--- src/rtl/core/oqe_pkg.sv ---
// Shared types and codes for the ordered queue with erase.
package oqe_pkg;

  typedef enum logic [1:0] {
    FN_PUSH  = 2'd0,
    FN_POP   = 2'd1,
    FN_ERASE = 2'd2,
    FN_NOP   = 2'd3
  } func_t;

  typedef enum logic [1:0] {
    STAT_OK       = 2'd0,
    STAT_FULL     = 2'd1,
    STAT_EMPTY    = 2'd2,
    STAT_NOTFOUND = 2'd3
  } status_t;

  typedef enum logic [1:0] {
    ST_IDLE,
    ST_SWEEP,
    ST_FINISH
  } state_t;

  typedef struct packed {
    logic tok;
    logic shf;
  } link_t;

endpackage

--- src/rtl/core/oqe_cell.sv ---
// One queue slot: holds a key, searches or shifts as the token passes through.
module oqe_cell import oqe_pkg::*; #(
  parameter int KEY_WIDTH = 32
) (
  input  logic                 clk,
  input  logic                 rst_n,
  input  logic                 wr_en,
  input  logic [KEY_WIDTH-1:0] wr_key,
  input  logic [KEY_WIDTH-1:0] cmp_key,
  input  link_t                lnk_in,
  input  logic [KEY_WIDTH-1:0] bk_in,
  input  logic [KEY_WIDTH-1:0] nxt_key,
  input  logic                 nxt_used,
  output link_t                lnk_out,
  output logic [KEY_WIDTH-1:0] bk_out,
  output logic [KEY_WIDTH-1:0] key_o,
  output logic                 used_o
);

  logic [KEY_WIDTH-1:0] key_r;
  logic                 used_r;
  logic                 tok_r;
  logic                 shf_r;
  logic [KEY_WIDTH-1:0] bk_r;
  logic                 hit;

  assign hit = tok_r && (shf_r || (used_r && (key_r == cmp_key)));

  always_ff @(posedge clk) begin
    if (!rst_n) begin
      used_r <= 1'b0;
      tok_r  <= 1'b0;
    end else begin
      tok_r <= lnk_in.tok;
      if (wr_en) begin
        used_r <= 1'b1;
      end else if (hit) begin
        used_r <= nxt_used;
      end
    end
  end

  always_ff @(posedge clk) begin
    shf_r <= lnk_in.shf;
    bk_r  <= bk_in;
    if (wr_en) begin
      key_r <= wr_key;
    end else if (hit) begin
      key_r <= nxt_key;
    end
  end

  always_comb begin
    lnk_out.tok = tok_r;
    lnk_out.shf = hit;
    if (hit) begin
      bk_out = nxt_used ? nxt_key : bk_r;
    end else begin
      bk_out = used_r ? key_r : bk_r;
    end
  end

  assign key_o  = key_r;
  assign used_o = used_r;

endmodule

--- config.mk ---
export PLATFORM = sky130hd
export DESIGN_NAME = oqe_cell
export DESIGN_NICKNAME = d
export VERILOG_FILES = /design/src/rtl/core/oqe_pkg.sv /design/src/rtl/core/oqe_cell.sv
export SDC_FILE = /design/constraint.sdc
export NUM_CORES = 1
export LEC_CHECK = 0
export BUFFER_PORTS_ARGS = -buffer_cell sky130_fd_sc_hd__buf_2
export CORE_AREA = 8 8 84 160
export DETAILED_ROUTE_END_ITERATION = 16
export DIE_AREA = 0 0 92 168
export PLACE_DENSITY = 0.6
export REMOVE_ABC_BUFFERS = 1
export SLEW_MARGIN = 40
export SYNTH_ARGS = -nofsm -noshare
export SYNTH_HDL_FRONTEND = slang
export SYNTH_SLANG_ARGS = --single-unit
--- constraint.sdc ---
create_clock -name clk -period 3.4 [get_ports clk]
set_input_delay 0.68 -clock clk [delete_from_list [all_inputs] [get_ports clk]]
set_output_delay 0.68 -clock clk [all_outputs]
set_load 0.05 [all_outputs]
==> flow_summary.json <==
{
  "synthToLayoutAreaGrowth_pct": 62.8,
  "synth_edf_count": 32,
  "layout_common_cells": "buf_2, dfxtp_1, buf_4, buf_6",
  "max_freq_mhz": 273,
  "dp.cells": 625,
  "reg2regPathDepth": 9,
  "pre_cts_slack_ns": -0.470,
  "synth-seq-cells": 67,
  "wl_um": 13200,
  "reg2reg_to": "key_o[8]$_DFFE_PP_",
  "rsz0062_at_grt": "true",
  "ios": 201,
  "p_per_area_nw_per_um2": 490,
  "first_global_vias": 3692,
  "worst_path_max_delay_cell": "or4_4",
  "dr_total_vias": 3140,
  "globalplace.congestion": 0.798,
  "insertion_delay_ns": 0.33,
  "ys_seq_area_share_pct": 50.5,
  "wl_per_cell_um": 20.4,
  "layout_setup_ws_ns": -0.270,
  "clockBufferDepth": 2,
  "worst_hold_slack_ns": 0.451,
  "min_path_cells": 1,
  "cts_tree": "built",
  "hold_class": "primary input to register",
  "regToRegSetupSlack_ns": 0.45,
  "hold_start": "bk_in[24]",
  "yosys-top-cells-area": "edfxtp_1, dfxtp_1, mux2_2",
  "grt_usage_pct": 16.6,
  "cpMostUsedCell": "buf_6",
  "p_leak_nw": 2.37,
  "drcViolationCount": 0,
  "finalPower_mw": 2.62,
  "design.core.area_sq_um": 11300,
  "synth.top_cell.area_share_pct": 29.2,
  "io_buffer_count": 200,
  "synth_warnings": 0,
  "drive_gt1_share_pct": 67.4,
  "die-area_sq_um": 15500,
  "grt.overflow.total": 0,
  "critPathKind": "primary input to output pin",
  "syn_area_sq_um": 3290,
  "relSlewSlack_pct": 67.1,
  "routed_via_density": 4.87,
  "critPathRequiredTime_ns": 2.72,
  "start_kind": "primary input",
  "layoutNonFillerInstCount": 645,
  "layout_commonest_cell": "buf_2",
  "cts_max_level": 3,
  "max_cap_violations": 0,
  "drtIter0Drc": 147,
  "syn_inst": 263,
  "grt_max_degree": 35,
  "final_nets": 632,
  "fin_crit_ns": 3.67,
  "fp-row-count": 55,
  "status": "finished, violations left",
  "synth_flop_cell": "dfxtp_1",
  "firstDrtPassIters": 4,
  "final-setup-viol-count": 33,
  "die_w_um": 92,
  "arrival_ns": 2.99,
  "hold_viol": 0,
  "antenna-diode-count": 0,
  "start_util_pct": 29.1,
  "ant_nets": 0,
  "cts_root_buf": "clkbuf_16",
  "fin_crit_sh_pct": 108,
  "synth.distinct_cells": 35,
  "async_reset_ff_share_pct": 0,
  "max_slew.worst_pin.slew_ns": 0.494,
  "hpwl_um": 10500,
  "r2r_start": "key_o[21]$_DFFE_PP_",
  "grt_pass1_wl_um": 19600,
  "failed_checks": "setup timing",
  "ir_worst_vdd_mv": 0.302,
  "crit_path_end_kind": "output pin",
  "slowest_delay_ns": 0.55,
  "cp_max_fo": 11,
  "clock_skew_ns": 0.0111,
  "antenna_found_initial": 1,
  "crit_chain": "buf_2 > xnor2_1 > nand4_1 > or4_4 > o41a_4 > buf_6 > or3_1 > o221a_2 > buf_6",
  "cts_inserted_buffers": 9,
  "synth_area_leader_cell": "edfxtp_1",
  "hold_path_end": "bk_r[24]$_DFF_P_",
  "cts_sinks": 67,
  "dieHeight_um": 168,
  "drv_slew": 0,
  "avgSynthCellArea_sq_um": 12.5,
  "clk_pin_slew_worst_paths_ns": 0.06
}
cells by family after synthesis:
logic type,synth area share (%)
simple gates,14.7
flops,50.5
compound gates,12.9
mux,11.0
xor+xnor,6.92
buf+inv,4.03
report_power, final:
| part | internal, mW | switching (mW) |
|---|---|---|
| clock network | 0.512 | 0.342 |
| logic | 0.343 | 0.481 |
| registers | 0.908 | 0.0382 |
worst max path at each step:
stage / start / end / cells after the start / slack, ns
detailed placement: cmp_key[14] / bk_out[14] / 10 / -0.47
global placement: cmp_key[14] / bk_out[29] / 10 / -0.43
finish: cmp_key[8] / bk_out[14] / 9 / -0.27
global route: key_o[7]$_DFFE_PP_ / bk_out[12] / 8 / -0.35
floorplan: key_o[22]$_DFFE_PP_ / bk_out[0] / 6 / -0.33
CTS: key_o[22]$_DFFE_PP_ / bk_out[14] / 8 / -0.28
flip-flops by register name, summed over array words and instances, names as in the netlist:
name,count
bk_r,32
key_o,32
shf_r,1
tok_r,1
used_o,1
critical path, delay by kind of cell:
kind | cells | cell delay, ns
buffers and inverters | 3 | 0.42
xor gates and xnor gates | 1 | 0.21
and+or+nand+nor | 3 | 1.03
AOI/OAI and AO/OA | 2 | 0.63
synthesized netlist by cell type (2+ instances only):
| library cell | instances |
|---|---|
| buf_1 | 2 |
| buf_2 | 4 |
| buf_4 | 5 |
| buf_6 | 3 |
| clkbuf_1 | 5 |
| dfxtp_1 | 35 |
| edfxtp_1 | 32 |
| inv_1 | 4 |
| mux2_2 | 32 |
| nand2_1 | 10 |
| nand2b_1 | 8 |
| nand2b_2 | 2 |
| nand3_1 | 2 |
| nand4_1 | 7 |
| nor4_1 | 2 |
| o221a_2 | 32 |
| or2b_1 | 2 |
| or3_1 | 32 |
| or4_1 | 4 |
| xnor2_1 | 12 |
| xor2_1 | 14 |
final cells by class:
cell class	instances	area [sq um]
clock buffer	12	246
clock inverter	4	26.3
fill	1097	5930
inverter	4	15.0
multi-input combinational	173	1590
sequential	67	1660
tap	142	178
timing repair buffer	243	1640
stage by stage:
stage / util (%) / cell area (sq um) / setup TNS, ns
2_1_floorplan: - / 3170 / -14.60
3_3_place_gp: 42.1 / 4750 / -13.44
3_5_place_dp: 42.1 / 4750 / -14.11
4_1_cts: 47.1 / 5320 / -8.10
5_1_grt: 47.4 / 5350 / -10.33
6_report: 47.4 / 5350 / -7.91
routing by layer:
metal	vias to the layer above	global-route usage (%)	share of wire, %
met1	1481	15.0	33
met5	-	0	0.076
met3	31	5.12	6.3
li1	1491	-	-
met2	135	31.5	56
met4	2	9.04	4.0
what timing repair did:
item | in CTS | in global routing
hold endpoints to repair | 0 | 0
pin swaps | 2 | 3
gates cloned | 0 | 0
endpoints found under the setup margin | 33 | 33
setup buffers | 2 | 2
hold buffers | 0 | 0
gates resized for setup | 75 | 5
Note: power is estimated with default switching activity, not from simulation.
